===== config.mk =====
export PLATFORM = sky130hd
export DESIGN_NAME = solar_charge_tracker
export DESIGN_NICKNAME = d
export VERILOG_FILES = /design/src/hdl/sct_pkg.sv /design/src/hdl/sct_front.sv /design/src/hdl/sct_fifo.sv /design/src/hdl/sct_div.sv /design/src/hdl/sct_back.sv /design/src/hdl/solar_charge_tracker.sv
export SDC_FILE = /design/constraint.sdc
export NUM_CORES = 2
export LEC_CHECK = 0
export ABC_CLOCK_PERIOD_IN_PS = 17000
export BUFFER_PORTS_ARGS = -buffer_cell sky130_fd_sc_hd__clkbuf_2
export CORE_UTILIZATION = 34
export CTS_CLUSTER_SIZE = 16
export DETAILED_ROUTE_END_ITERATION = 12
export GPL_ROUTABILITY_DRIVEN = 0
export PLACE_DENSITY_LB_ADDON = 0.2
export SKIP_CTS_REPAIR_TIMING = 1
export SLEW_MARGIN = 10
export SYNTH_ARGS = -nofsm -noshare
export SYNTH_HDL_FRONTEND = slang
export SYNTH_SLANG_ARGS = --single-unit

===== constraint.sdc =====
create_clock -name clk_i -period 17 [get_ports clk_i]
set_input_delay 0.85 -clock clk_i [delete_from_list [all_inputs] [get_ports clk_i]]
set_output_delay 0.85 -clock clk_i [all_outputs]
set_load 0.005 [all_outputs]

===== src/hdl/sct_pkg.sv =====
// Shared types, mode codes and configuration defaults for the solar charge tracker.
package sct_pkg;

  // Charger modes as reported on the result channel.
  localparam logic [1:0] MODE_OFF   = 2'd0;
  localparam logic [1:0] MODE_ON    = 2'd1;
  localparam logic [1:0] MODE_BULK  = 2'd2;
  localparam logic [1:0] MODE_FLOAT = 2'd3;

  // Configuration register indexes.
  localparam int unsigned CFG_IW = 4;
  localparam logic [CFG_IW-1:0] REG_MIN_BATTERY_MV   = 4'd0;
  localparam logic [CFG_IW-1:0] REG_HIGH_BATTERY_MV  = 4'd1;
  localparam logic [CFG_IW-1:0] REG_MAX_BATTERY_MV   = 4'd2;
  localparam logic [CFG_IW-1:0] REG_MIN_SOURCE_POWER = 4'd3;
  localparam logic [CFG_IW-1:0] REG_LOW_SOURCE_POWER = 4'd4;
  localparam logic [CFG_IW-1:0] REG_DUTY_STEP        = 4'd5;
  localparam logic [CFG_IW-1:0] REG_START_DUTY       = 4'd6;
  localparam logic [CFG_IW-1:0] REG_MAX_DUTY         = 4'd7;

  // Configuration reset values.
  localparam logic [15:0] RST_MIN_BATTERY_MV   = 16'd10500;
  localparam logic [15:0] RST_HIGH_BATTERY_MV  = 16'd13500;
  localparam logic [15:0] RST_MAX_BATTERY_MV   = 16'd14400;
  localparam logic [31:0] RST_MIN_SOURCE_POWER = 32'd500000;
  localparam logic [31:0] RST_LOW_SOURCE_POWER = 32'd2000000;
  localparam logic [9:0]  RST_DUTY_STEP        = 10'd4;
  localparam logic [9:0]  RST_START_DUTY       = 10'd512;
  localparam logic [9:0]  RST_MAX_DUTY         = 10'd1000;

  // Measurement queue between front and back.
  localparam int unsigned FIFO_DEPTH = 2;
  localparam int unsigned FIFO_AW    = 1;
  localparam int unsigned FIFO_CW    = 2;

  typedef struct packed {
    logic [15:0] min_battery_mv;
    logic [15:0] high_battery_mv;
    logic [15:0] max_battery_mv;
    logic [31:0] min_source_power;
    logic [31:0] low_source_power;
    logic [9:0]  duty_step;
    logic [9:0]  start_duty;
    logic [9:0]  max_duty;
  } sct_cfg_t;

  // One smoothed measurement, as handed from front to back.
  typedef struct packed {
    logic [15:0] battery;
    logic [15:0] source_v;
    logic [31:0] power;
  } sct_meas_t;

endpackage


===== src/hdl/sct_front.sv =====
// Front end: accepts samples, runs the moving averages and forms source power.
module sct_front import sct_pkg::*; #(
  parameter int unsigned SMOOTH_SHIFT = 3
) (
  input  logic                 clk_i,
  input  logic                 rst_ni,
  input  logic                 in_valid_i,
  output logic                 in_stall_o,
  input  logic [15:0]          battery_mv_i,
  input  logic [15:0]          source_mv_i,
  input  logic [15:0]          source_ma_i,
  input  logic [FIFO_CW-1:0]   fifo_count_i,
  output logic                 push_o,
  output sct_meas_t            push_data_o
);

  logic [15:0] batt_avg_q, batt_avg_d;
  logic [15:0] srcv_avg_q, srcv_avg_d;
  logic [15:0] srci_avg_q, srci_avg_d;
  logic        pend_q;
  logic        accept;

  function automatic logic [15:0] smooth(input logic [15:0] avg, input logic [15:0] sample);
    logic [15:0] diff;
    begin
      if (sample >= avg) begin
        diff = sample - avg;
        smooth = avg + (diff >> SMOOTH_SHIFT);
      end else begin
        diff = avg - sample;
        smooth = avg - (diff >> SMOOTH_SHIFT);
      end
    end
  endfunction

  // The pending measurement still needs a queue slot of its own.
  assign in_stall_o = ((FIFO_CW+1)'(fifo_count_i) + (FIFO_CW+1)'(pend_q))
                      >= (FIFO_CW+1)'(FIFO_DEPTH);
  assign accept     = in_valid_i && !in_stall_o;

  assign batt_avg_d = smooth(batt_avg_q, battery_mv_i);
  assign srcv_avg_d = smooth(srcv_avg_q, source_mv_i);
  assign srci_avg_d = smooth(srci_avg_q, source_ma_i);

  always_ff @(posedge clk_i or negedge rst_ni) begin
    if (!rst_ni) begin
      batt_avg_q <= '0;
      srcv_avg_q <= '0;
      srci_avg_q <= '0;
      pend_q     <= 1'b0;
    end else begin
      pend_q <= accept;
      if (accept) begin
        batt_avg_q <= batt_avg_d;
        srcv_avg_q <= srcv_avg_d;
        srci_avg_q <= srci_avg_d;
      end
    end
  end

  assign push_o               = pend_q;
  assign push_data_o.battery  = batt_avg_q;
  assign push_data_o.source_v = srcv_avg_q;
  assign push_data_o.power    = srcv_avg_q * srci_avg_q;

endmodule


===== src/hdl/sct_fifo.sv =====
// Two-entry measurement queue between the front end and the charge controller.
module sct_fifo import sct_pkg::*; (
  input  logic               clk_i,
  input  logic               rst_ni,
  input  logic               push_i,
  input  sct_meas_t          push_data_i,
  input  logic               pop_i,
  output sct_meas_t          pop_data_o,
  output logic               empty_o,
  output logic [FIFO_CW-1:0] count_o
);

  sct_meas_t          mem_q [FIFO_DEPTH];
  logic [FIFO_AW-1:0] wr_ptr_q, rd_ptr_q;
  logic [FIFO_CW-1:0] count_q;

  always_ff @(posedge clk_i or negedge rst_ni) begin
    if (!rst_ni) begin
      wr_ptr_q <= '0;
      rd_ptr_q <= '0;
      count_q  <= '0;
    end else begin
      if (push_i) begin
        wr_ptr_q <= wr_ptr_q + 1'b1;
      end
      if (pop_i) begin
        rd_ptr_q <= rd_ptr_q + 1'b1;
      end
      if (push_i && !pop_i) begin
        count_q <= count_q + 1'b1;
      end else if (pop_i && !push_i) begin
        count_q <= count_q - 1'b1;
      end
    end
  end

  always_ff @(posedge clk_i) begin
    if (push_i) begin
      mem_q[wr_ptr_q] <= push_data_i;
    end
  end

  assign pop_data_o = mem_q[rd_ptr_q];
  assign empty_o    = (count_q == '0);
  assign count_o    = count_q;

endmodule


===== src/hdl/sct_div.sv =====
// Restoring divider, one quotient bit per cycle, for the duty ratio seed.
module sct_div #(
  parameter int unsigned QW = 10
) (
  input  logic             clk_i,
  input  logic             rst_ni,
  input  logic             start_i,
  input  logic [16+QW-1:0] dividend_i,
  input  logic [15:0]      divisor_i,
  output logic             done_o,
  output logic [QW-1:0]    quot_o
);

  localparam int unsigned CNTW = $clog2(QW + 1);

  logic [15:0]     rem_q, rem_d;
  logic [QW-1:0]   quo_q;
  logic [15:0]     div_q;
  logic [CNTW-1:0] cnt_q;
  logic            done_q;
  logic [16:0]     trial;
  logic            ge;

  // The caller guarantees dividend < divisor * 2**QW, so the upper part
  // starts below the divisor and the quotient fits in QW bits.
  assign trial = {rem_q, quo_q[QW-1]};
  assign ge    = trial >= {1'b0, div_q};
  assign rem_d = ge ? 16'(trial - {1'b0, div_q}) : trial[15:0];

  always_ff @(posedge clk_i or negedge rst_ni) begin
    if (!rst_ni) begin
      cnt_q  <= '0;
      done_q <= 1'b0;
    end else begin
      done_q <= 1'b0;
      if (start_i) begin
        cnt_q <= CNTW'(QW);
      end else if (cnt_q != '0) begin
        cnt_q <= cnt_q - 1'b1;
        if (cnt_q == CNTW'(1)) begin
          done_q <= 1'b1;
        end
      end
    end
  end

  always_ff @(posedge clk_i) begin
    if (start_i) begin
      rem_q <= dividend_i[16+QW-1:QW];
      quo_q <= dividend_i[QW-1:0];
      div_q <= divisor_i;
    end else if (cnt_q != '0) begin
      rem_q <= rem_d;
      quo_q <= {quo_q[QW-2:0], ge};
    end
  end

  assign done_o = done_q;
  assign quot_o = quo_q;

endmodule


===== src/hdl/sct_back.sv =====
// Charge controller: mode machine, duty tracking and the result register.
module sct_back import sct_pkg::*; #(
  parameter int unsigned DUTY_FULL  = 1023,
  parameter int unsigned FLOAT_DUTY = 0
) (
  input  logic        clk_i,
  input  logic        rst_ni,
  input  sct_cfg_t    cfg_i,
  input  logic        fifo_empty_i,
  input  sct_meas_t   fifo_data_i,
  output logic        fifo_pop_o,
  output logic        out_valid_o,
  input  logic        out_stall_i,
  output logic [9:0]  duty_o,
  output logic        drive_enable_o,
  output logic [1:0]  mode_o,
  output logic [31:0] source_power_o
);

  localparam int unsigned DW = $clog2(DUTY_FULL + 1);
  localparam int unsigned NW = 16 + DW;
  localparam int unsigned CW = 17;
  localparam logic [CW-1:0] FULL_X = CW'(DUTY_FULL);
  localparam logic [DW-1:0] FULL_D = DW'(DUTY_FULL);
  localparam logic [DW-1:0] FLOAT_D =
    DW'((FLOAT_DUTY > DUTY_FULL) ? DUTY_FULL : FLOAT_DUTY);

  localparam logic [1:0] S_IDLE = 2'd0;
  localparam logic [1:0] S_EVAL = 2'd1;
  localparam logic [1:0] S_MUL  = 2'd2;
  localparam logic [1:0] S_DIV  = 2'd3;

  logic [1:0]    state_q;
  logic [1:0]    mode_q, mode_n;
  logic [DW-1:0] duty_q, duty_n;
  logic          sd_q, sd_n;
  logic [31:0]   last_q, last_n;
  logic          need_div;
  logic          flip;
  logic [15:0]   bv_q, sv_q;
  logic [31:0]   pw_q;
  logic [NW-1:0] prod_q;
  logic          div_start, div_done;
  logic [DW-1:0] div_quot;
  logic          out_valid_q;
  logic [9:0]    out_duty_q;
  logic [1:0]    out_mode_q;
  logic [31:0]   out_power_q;
  logic [CW-1:0] duty_x, step_x;

  function automatic logic [DW-1:0] cap(input logic [CW-1:0] d);
    cap = (d > FULL_X) ? FULL_D : DW'(d);
  endfunction

  assign duty_x = CW'(duty_q);
  assign step_x = CW'(cfg_i.duty_step);

  always_comb begin
    mode_n   = mode_q;
    duty_n   = duty_q;
    sd_n     = sd_q;
    last_n   = last_q;
    need_div = 1'b0;
    flip     = 1'b0;
    case (mode_q)
      MODE_OFF: begin
        if (bv_q > cfg_i.high_battery_mv && bv_q < cfg_i.max_battery_mv && sv_q > bv_q) begin
          duty_n = FLOAT_D;
          mode_n = MODE_FLOAT;
        end else if (bv_q > cfg_i.min_battery_mv && bv_q < cfg_i.max_battery_mv
                     && sv_q > bv_q) begin
          duty_n = cap(CW'(cfg_i.start_duty));
          mode_n = MODE_ON;
        end
      end
      MODE_ON: begin
        if (pw_q < cfg_i.min_source_power) begin
          mode_n = MODE_OFF;
        end else if (bv_q > cfg_i.max_battery_mv) begin
          duty_n = FLOAT_D;
          mode_n = MODE_FLOAT;
        end else if (pw_q < cfg_i.low_source_power) begin
          duty_n = cap(CW'(cfg_i.max_duty));
        end else if (bv_q >= sv_q) begin
          // Ratio of one or more, zero source voltage included, saturates.
          duty_n = FULL_D;
          mode_n = MODE_BULK;
          sd_n   = 1'b0;
        end else begin
          need_div = 1'b1;
        end
      end
      MODE_BULK: begin
        if (pw_q < cfg_i.min_source_power) begin
          mode_n = MODE_OFF;
        end else if (bv_q > cfg_i.max_battery_mv) begin
          duty_n = FLOAT_D;
          mode_n = MODE_FLOAT;
        end else if (pw_q < cfg_i.low_source_power) begin
          duty_n = cap(CW'(cfg_i.start_duty));
          mode_n = MODE_ON;
        end else begin
          flip   = (last_q >= pw_q);
          sd_n   = sd_q ^ flip;
          last_n = pw_q;
          if (sd_n) begin
            duty_n = (duty_x > step_x) ? DW'(duty_x - step_x) : '0;
          end else begin
            duty_n = cap(duty_x + step_x);
          end
        end
      end
      default: begin
        if (pw_q < cfg_i.min_source_power) begin
          mode_n = MODE_OFF;
        end else if (bv_q > cfg_i.max_battery_mv) begin
          if (duty_q != '0) begin
            duty_n = duty_q - 1'b1;
          end
        end else if (bv_q < cfg_i.max_battery_mv) begin
          if ((duty_x + CW'(1)) >= FULL_X) begin
            mode_n = MODE_BULK;
            sd_n   = 1'b0;
          end else begin
            duty_n = DW'(duty_x + CW'(1));
          end
        end
      end
    endcase
  end

  assign fifo_pop_o = (state_q == S_IDLE) && !fifo_empty_i && !out_valid_q;
  assign div_start  = (state_q == S_MUL);

  always_ff @(posedge clk_i or negedge rst_ni) begin
    if (!rst_ni) begin
      state_q     <= S_IDLE;
      mode_q      <= MODE_ON;
      duty_q      <= '0;
      sd_q        <= 1'b0;
      last_q      <= '0;
      out_valid_q <= 1'b0;
    end else begin
      if (out_valid_q && !out_stall_i) begin
        out_valid_q <= 1'b0;
      end
      case (state_q)
        S_IDLE: begin
          if (fifo_pop_o) begin
            state_q <= S_EVAL;
          end
        end
        S_EVAL: begin
          if (need_div) begin
            state_q <= S_MUL;
          end else begin
            mode_q      <= mode_n;
            duty_q      <= duty_n;
            sd_q        <= sd_n;
            last_q      <= last_n;
            out_valid_q <= 1'b1;
            state_q     <= S_IDLE;
          end
        end
        S_MUL: begin
          state_q <= S_DIV;
        end
        S_DIV: begin
          if (div_done) begin
            mode_q      <= MODE_BULK;
            duty_q      <= div_quot;
            sd_q        <= 1'b0;
            out_valid_q <= 1'b1;
            state_q     <= S_IDLE;
          end
        end
        default: begin
          state_q <= S_IDLE;
        end
      endcase
    end
  end

  always_ff @(posedge clk_i) begin
    if (fifo_pop_o) begin
      bv_q <= fifo_data_i.battery;
      sv_q <= fifo_data_i.source_v;
      pw_q <= fifo_data_i.power;
    end
    if (state_q == S_EVAL) begin
      prod_q      <= NW'(bv_q) * NW'(DUTY_FULL);
      out_duty_q  <= 10'(duty_n);
      out_mode_q  <= mode_n;
      out_power_q <= pw_q;
    end
    if (state_q == S_DIV && div_done) begin
      out_duty_q <= 10'(div_quot);
      out_mode_q <= MODE_BULK;
    end
  end

  sct_div #(
    .QW(DW)
  ) u_div (
    .clk_i     (clk_i),
    .rst_ni    (rst_ni),
    .start_i   (div_start),
    .dividend_i(prod_q),
    .divisor_i (sv_q),
    .done_o    (div_done),
    .quot_o    (div_quot)
  );

  assign out_valid_o    = out_valid_q;
  assign duty_o         = out_duty_q;
  assign mode_o         = out_mode_q;
  assign drive_enable_o = (out_mode_q != MODE_OFF);
  assign source_power_o = out_power_q;

endmodule


===== src/hdl/solar_charge_tracker.sv =====
// Top level of the perturb-and-observe solar charge tracker.
//
// Each input item is one sensor tick (battery voltage, source voltage and
// source current). Every accepted item yields exactly one result item with
// the PWM duty, the output-stage enable, the charger mode and the smoothed
// source power. Items are accepted when in_valid_i is high and in_stall_o
// is low; results leave when out_valid_o is high and out_stall_i is low.
// The front end smooths the samples and forms power, and a two-entry queue
// feeds the charge controller, so the front keeps taking items while a
// result waits on a stalled receiver; once the queue fills, in_stall_o rises.
// A tick that seeds the duty from the battery-to-source ratio runs the
// bit-serial divider, one quotient bit per cycle. The controller only
// takes the next item once the previous result has left. Configuration
// writes are taken in any cycle (cfg_ready_o is always high) and must
// only happen while the block is idle. Reset clears the averages, puts
// the charger in on mode with zero duty and loads the default
// thresholds; there is no clearing pass.
module solar_charge_tracker import sct_pkg::*; #(
  parameter int unsigned DUTY_FULL    = 1023,
  parameter int unsigned FLOAT_DUTY   = 0,
  parameter int unsigned SMOOTH_SHIFT = 3
) (
  input  logic              clk_i,
  input  logic              rst_ni,
  input  logic              in_valid_i,
  output logic              in_stall_o,
  input  logic [15:0]       battery_mv_i,
  input  logic [15:0]       source_mv_i,
  input  logic [15:0]       source_ma_i,
  output logic              out_valid_o,
  input  logic              out_stall_i,
  output logic [9:0]        duty_o,
  output logic              drive_enable_o,
  output logic [1:0]        mode_o,
  output logic [31:0]       source_power_o,
  input  logic              cfg_valid_i,
  output logic              cfg_ready_o,
  input  logic [CFG_IW-1:0] cfg_index_i,
  input  logic [31:0]       cfg_data_i
);

  sct_cfg_t           cfg_q;
  logic               push;
  sct_meas_t          push_data;
  logic               pop;
  sct_meas_t          pop_data;
  logic               fifo_empty;
  logic [FIFO_CW-1:0] fifo_count;

  // Configuration registers; writes to unknown indexes are dropped.
  assign cfg_ready_o = 1'b1;

  always_ff @(posedge clk_i or negedge rst_ni) begin
    if (!rst_ni) begin
      cfg_q.min_battery_mv   <= RST_MIN_BATTERY_MV;
      cfg_q.high_battery_mv  <= RST_HIGH_BATTERY_MV;
      cfg_q.max_battery_mv   <= RST_MAX_BATTERY_MV;
      cfg_q.min_source_power <= RST_MIN_SOURCE_POWER;
      cfg_q.low_source_power <= RST_LOW_SOURCE_POWER;
      cfg_q.duty_step        <= RST_DUTY_STEP;
      cfg_q.start_duty       <= RST_START_DUTY;
      cfg_q.max_duty         <= RST_MAX_DUTY;
    end else if (cfg_valid_i && cfg_ready_o) begin
      case (cfg_index_i)
        REG_MIN_BATTERY_MV:   cfg_q.min_battery_mv   <= cfg_data_i[15:0];
        REG_HIGH_BATTERY_MV:  cfg_q.high_battery_mv  <= cfg_data_i[15:0];
        REG_MAX_BATTERY_MV:   cfg_q.max_battery_mv   <= cfg_data_i[15:0];
        REG_MIN_SOURCE_POWER: cfg_q.min_source_power <= cfg_data_i;
        REG_LOW_SOURCE_POWER: cfg_q.low_source_power <= cfg_data_i;
        REG_DUTY_STEP:        cfg_q.duty_step        <= cfg_data_i[9:0];
        REG_START_DUTY:       cfg_q.start_duty       <= cfg_data_i[9:0];
        REG_MAX_DUTY:         cfg_q.max_duty         <= cfg_data_i[9:0];
        default: begin
        end
      endcase
    end
  end

  // Sample smoothing and power product.
  sct_front #(
    .SMOOTH_SHIFT(SMOOTH_SHIFT)
  ) u_front (
    .clk_i        (clk_i),
    .rst_ni       (rst_ni),
    .in_valid_i   (in_valid_i),
    .in_stall_o   (in_stall_o),
    .battery_mv_i (battery_mv_i),
    .source_mv_i  (source_mv_i),
    .source_ma_i  (source_ma_i),
    .fifo_count_i (fifo_count),
    .push_o       (push),
    .push_data_o  (push_data)
  );

  // Queue that lets the front run ahead of a busy or stalled controller.
  sct_fifo u_fifo (
    .clk_i       (clk_i),
    .rst_ni      (rst_ni),
    .push_i      (push),
    .push_data_i (push_data),
    .pop_i       (pop),
    .pop_data_o  (pop_data),
    .empty_o     (fifo_empty),
    .count_o     (fifo_count)
  );

  // Mode machine, duty tracking and result register.
  sct_back #(
    .DUTY_FULL (DUTY_FULL),
    .FLOAT_DUTY(FLOAT_DUTY)
  ) u_back (
    .clk_i          (clk_i),
    .rst_ni         (rst_ni),
    .cfg_i          (cfg_q),
    .fifo_empty_i   (fifo_empty),
    .fifo_data_i    (pop_data),
    .fifo_pop_o     (pop),
    .out_valid_o    (out_valid_o),
    .out_stall_i    (out_stall_i),
    .duty_o         (duty_o),
    .drive_enable_o (drive_enable_o),
    .mode_o         (mode_o),
    .source_power_o (source_power_o)
  );

  // The output stage runs in every mode but off.
  a_enable_tracks_mode: assert property (@(posedge clk_i) disable iff (!rst_ni)
    out_valid_o |-> (drive_enable_o == (mode_o != MODE_OFF)))
    else $error("drive enable disagrees with reported mode");

  // The reported duty never exceeds full scale.
  a_duty_in_range: assert property (@(posedge clk_i) disable iff (!rst_ni)
    out_valid_o |-> (17'(duty_o) <= 17'(DUTY_FULL)))
    else $error("duty above full scale");

  // A full queue must hold off new items.
  a_queue_guard: assert property (@(posedge clk_i) disable iff (!rst_ni)
    (fifo_count == FIFO_CW'(FIFO_DEPTH)) |-> in_stall_o)
    else $error("front accepts while queue is full");

endmodule


; Word level (Yosys, flattened, before mapping)
; Memory sizes are Yosys's and may differ from the RTL's. A register that Yosys moved wholly into a read port is not among the register bits.
; Cells that the tools add are included.
[word_totals]
ff_bits = 360
latch_bits = 0
mem_bits_rw = 128
mem_bits_ro = 0
output_inout_bits = 48
wordCells = 227
mem_count = 1
[op_classes]
addsub = 23
n_mul = 2
div = 0
magnitude_cmp = 17
n_eq_ne = 24
shifts = 0
mux = 85
bitwise_logic = 5
reduce_logical = 40
[mem_list]
columns = memory, words, width, rd, rd_ports_with_merged_regs, wr, line
row1 = u_fifo.mem_q, 2, 64, 1, 1, 1, sct_fifo.sv:13  ; sct_meas_t mem_q [FIFO_DEPTH];
[op_table]
columns = operator, count
row1 = two-way mux 10 bit, 23
row2 = subtractor 16 bit, 7
row3 = two-way mux 16 bit, 6
row4 = greater-or-equal comparator 16 bit, 4
row5 = > comparator 16 bit, 4
row6 = less-than comparator 32 bit, 2
row7 = adder 16 x 13 -> 16 bit, 3
row8 = subtractor 16 x 13 -> 16 bit, 3
row9 = two-way mux 2 bit, 20
row10 = greater-or-equal comparator 32 bit, 1
row11 = multiplier 16 x 16 -> 32 bit, 1
row12 = case mux 10 bit (3 select lines), 1
row13 = "multiplier 16 x 10 -> 26 bit, second input constant", 1
row14 = two-way mux 1 bit, 26
row15 = case mux 10 bit (2 select lines), 1
row16 = AND reduction 2 bit, 9
row17 = "greater-or-equal comparator 17 x 10 -> 1 bit, second input constant", 1
row18 = greater-or-equal comparator 17 x 16 -> 1 bit, 1
row19 = "> comparator 17 x 10 -> 1 bit, second input constant", 1
row20 = "equality test 4 x 3 -> 1 bit, second input constant", 4
row21 = less-than comparator 16 bit, 1
row22 = "!= test 2 bit, second input constant", 6
row23 = "adder 10 x 1 -> 11 bit, second input constant", 1
row24 = adder 10 x 10 -> 11 bit, 1
row25 = other kinds (34), 68

; Longest topological paths before layout
[logic_depth]
word_depth = 10
ltp_mapped = 26

; Hierarchy
; From an unflattened synthesis, not the netlist that was laid out.
[hier_totals]
hier_cells = 4650
hier_area_um2 = 46812.4
[modules_own_cells]
columns = module, n_inst, cells_per_inst, area_per_inst_um2, seq_area_each_um2
row1 = sct_front, 1, 2192, 17133.9, 1226.2
row2 = sct_back, 1, 1680, 16433.3, 5206.2
row3 = solar_charge_tracker, 1, 311, 5388.9, 3601.0
row4 = sct_fifo, 1, 214, 5004.8, 3943.8
row5 = sct_div, 1, 253, 2851.5, 1386.3

; Worst setup path before layout
; OpenSTA, ideal clock, no wires.
[synth_path]
path_type = register -> register
start = register u_front.srci_avg_q[5]
end = memory u_fifo.mem_q[0][31] (netlist name), data pin
setup_time_ns = 0.264
t_arrival_ns = 6.087
setup_slack_ns = 10.649
stages_incl_launch_ff = 23
n_path_buf = 1
path_cell_list = dfrtp_1 > inv_1 > buf_1 > nor2_1 > fa_1 > inv_1 > fa_1 > inv_1 > fa_1 > fa_1 > fa_1 > inv_1 > fa_1 > inv_1 > ha_1 > a21o_1 > a21o_1 > or3_1 > o21a_1 > a2111oi_0 > o21bai_1 > a21oi_1 > xnor2_1
[synth_lines]
columns = item, line
row1 = start: declaration, sct_front.sv:19  ; logic [15:0] srci_avg_q, srci_avg_d;
row2 = start signal: assignment, sct_front.sv:56  ; srci_avg_q <= srci_avg_d;
row3 = end: declaration, sct_fifo.sv:13

==> impl_metrics.ini <==
[clocking]
path_clk_slew_ps = 60
clk_path_buf_depth = 3
clockRootBuffer = clkbuf_16
htree_levels = 3
insertion_delay_ps = 630
cts.sinks = 552
cts_tree = yes
numCtsBuffers = 68

[synth]
netlist_area_sq_mm = 0.0459
yosys-top-cells-area = edfxtp_1, ha_1, fa_1
synthesis.nets = 5562
async_reset_ff_share_pct = 44.9
avgSynthCellArea_sq_um = 9.80
yosys_most_used_dff = edfxtp_1
synth_warnings = 0
synth_top_area_share_pct = 19.8
yosys.area.top_type = edfxtp_1
seq_area_frac_synth_pct = 33.5
synth_edf_count = 302
yosys_register_bits = 552
synth_cell_type_count = 101
syn_inst = 4683

[timing]
maxSlewViolCount = 0
fin_ws_ps = 9990
setup_viol = 0
rsz0062_at_grt = false
setup_tns_ps = 0
finalHoldViolations = 0
skew_ps = 30.9
relSlewSlack_pct = 25.6
fin_crit_ps = 7010
worst_pin_slew_ps = 1120
fin_crit_sh_pct = 41.2
timing.fmax_mhz = 143

[worst_setup_path]
crit_family = adder cells
crit_type = flop to flop
slowest_stage = dfrtp_1
worstPathArrival_ps = 7350
crit_path_end_kind = flop
critical_path_buf_inv_count = 6
ff2ff_setup_slack_ps = 9990
path_cells = clkinv_1, nor2_1, fa_1, inv_1, fa_1, fa_1, fa_1, inv_1, fa_1, inv_1, fa_1, inv_1, ha_1, a21o_1, a21o_1, a21oi_1, o41ai_1, buf_4, a211o_1, a311oi_1, o31ai_1, a21oi_1, xnor2_1
r2r_start = u_front.srcv_avg_q[5]
rr_worst_depth = 23
cp_common_cell = fa_1
critPathMaxFanout = 14
r2r-end = u_fifo.mem_q[0][30]
crit_required_ps = 17340
slowest_delay_ps = 650
cp-start-kind = flop

[hold_path]
hold_path.class = input pin to async pin

[layout]
area_growth_syn_to_layout_pct = 10.4
drive_gt1_share_pct = 11.7
stdcell_count = 6583
regArea_sq_mm = 0.0154
final_cell_mix = inv_1, ha_1, nand2_1
final_cell_area_sq_mm = 0.0507
multi_input_area_sq_mm = 0.0274
fin_nets = 5636
fillers = 13300
layout_commonest_cell = inv_1

[detailed_routing]
wl_per_cell_microns = 19.4
ant_nets = 0
initialDrtViolationCount = 1939
drc = 10
dr.pass1.iters = 10
vias = 33600
vias_per_cell = 5.10
wl_microns = 128000

[floorplan]
core_area_sq_mm = 0.134
rows = 134
fp.dieArea_sq_mm = 0.136
die_h_microns = 369
io_pins = 137
die_w_microns = 369
initial_core_util_pct = 34.3

[global_routing]
grt_antenna_before_repair = 7
grt.overflow.total = 0
grt_pass1_vias = 33800
grt_usage_pct = 18.9
grt_start_max_net_pins = 76
grt_pass1_wl_microns = 199000

[placement]
dp.cells = 6455
preCtsSetupSlack_ps = 10010
dpl_cell_area_sq_mm = 0.0484
dp_hpwl_microns = 98600
port_buffers = 135

[run_status]
failed_checks = design-rule violations
outcome = finished with violations

[job]
max-cap-violations = 0
cell type report:
type                    instances  area share [%]
well taps                    1768            4.37
clock inverters                29           0.511
multi-input cells            3286            54.1
flip-flops and latches        552            30.3
inverters                     684            5.07
clock buffers                  97            3.84
diodes                          2         0.00988
repair buffers                165            1.80
metrics by stage:
step	utilization, %	hold slack (ps)
final	37.9	231
after global routing	37.9	227
after CTS	37.9	214
after detailed placement	36.3	440
after global placement	36.3	437
after floorplan	-	426
worst reg2reg max path: cells and delay by family (launching register included):
kind            cells  cell delay, ps
fa+ha+maj           7            3200
compound gates      8            1600
buf+inv             6             880
flops               1             650
simple gates        1             270
xor+xnor            1             110
synth_stat cells, types with 15 or more instances:
| master | n |
|---|---|
| dfrtp_1 | 209 |
| or3_1 | 18 |
| a21oi_1 | 212 |
| o21ai_0 | 253 |
| a31oi_1 | 33 |
| nand2b_1 | 24 |
| xnor2_1 | 100 |
| inv_1 | 675 |
| o21bai_1 | 27 |
| nand3_1 | 61 |
| xor2_1 | 73 |
| nor4_1 | 15 |
| o211ai_1 | 50 |
| and3_1 | 28 |
| dfstp_2 | 39 |
| a211oi_1 | 34 |
| ha_1 | 508 |
| or2_2 | 20 |
| edfxtp_1 | 302 |
| clkbuf_1 | 130 |
| nand2_1 | 450 |
| nor2b_1 | 36 |
| mux2i_1 | 28 |
| nand4_1 | 42 |
| nor3_1 | 79 |
| a21o_1 | 63 |
| fa_1 | 282 |
| buf_1 | 15 |
| and2_1 | 31 |
| nor2_1 | 318 |
| mux2_2 | 176 |
| o31ai_1 | 23 |
| o21a_1 | 36 |
worst max path at each step:
| stage | from | endpoint | slack [ps] | depth (start not counted) |
|---|---|---|---|---|
| global route | u_front.srcv_avg_q[5] | u_fifo.mem_q[0][30] | 9590 | 23 |
| CTS | u_front.srcv_avg_q[5] | u_fifo.mem_q[0][30] | 9960 | 23 |
| global placement | u_front.srcv_avg_q[5] | u_fifo.mem_q[0][31] | 10130 | 21 |
| finish | u_front.srcv_avg_q[5] | u_fifo.mem_q[0][30] | 9990 | 23 |
| floorplan | u_front.srci_avg_q[5] | u_fifo.mem_q[0][31] | 10650 | 22 |
| detailed placement | u_front.srcv_avg_q[5] | u_fifo.mem_q[0][31] | 10010 | 21 |
kinds of logic after synthesis:
| family | after synthesis | synth area share, % |
|---|---|---|
| AOI/OAI and AO/OA | 929 | 13.1 |
| xor gates and xnor gates | 173 | 3.30 |
| adders and majority gates | 790 | 26.1 |
| and+or+nand+nor | 1186 | 11.9 |
| buffers and inverters | 845 | 6.97 |
| muxes | 207 | 5.04 |
| DFF | 552 | 33.5 |
| other | 1 | 0.00817 |
metal layers:
layer  GRT usage, %  share of wire (%)  up-vias
li1               -                  -    16300
met1           24.7                 44    16400
met2           31.7                 48      708
met3           2.74                4.5      218
met4           6.78                3.5        4
met5              0              0.016        -
state kept, by name, indices dropped and copies added (netlist names), 2 cells and up, named ones only:
signal and count:
cfg_q 142, u_fifo.mem_q 128, u_back.last_q 32, u_back.pw_q 32
u_back.source_power_o 32, u_back.prod_q 26, u_back.bv_q 16, u_back.sv_q 16
u_back.u_div.div_q 16, u_back.u_div.rem_q 16, u_front.batt_avg_q 16, u_front.srci_avg_q 16
u_front.srcv_avg_q 16, u_back.duty_o 10, u_back.duty_q 10, u_back.u_div.quot_o 10
u_back.u_div.cnt_q 4, u_back.mode_o 2, u_back.mode_q 2, u_fifo.count_o 2
Power is not shown: default switching activity piles up to over one toggle a cycle in this logic, so the estimate is an artifact.
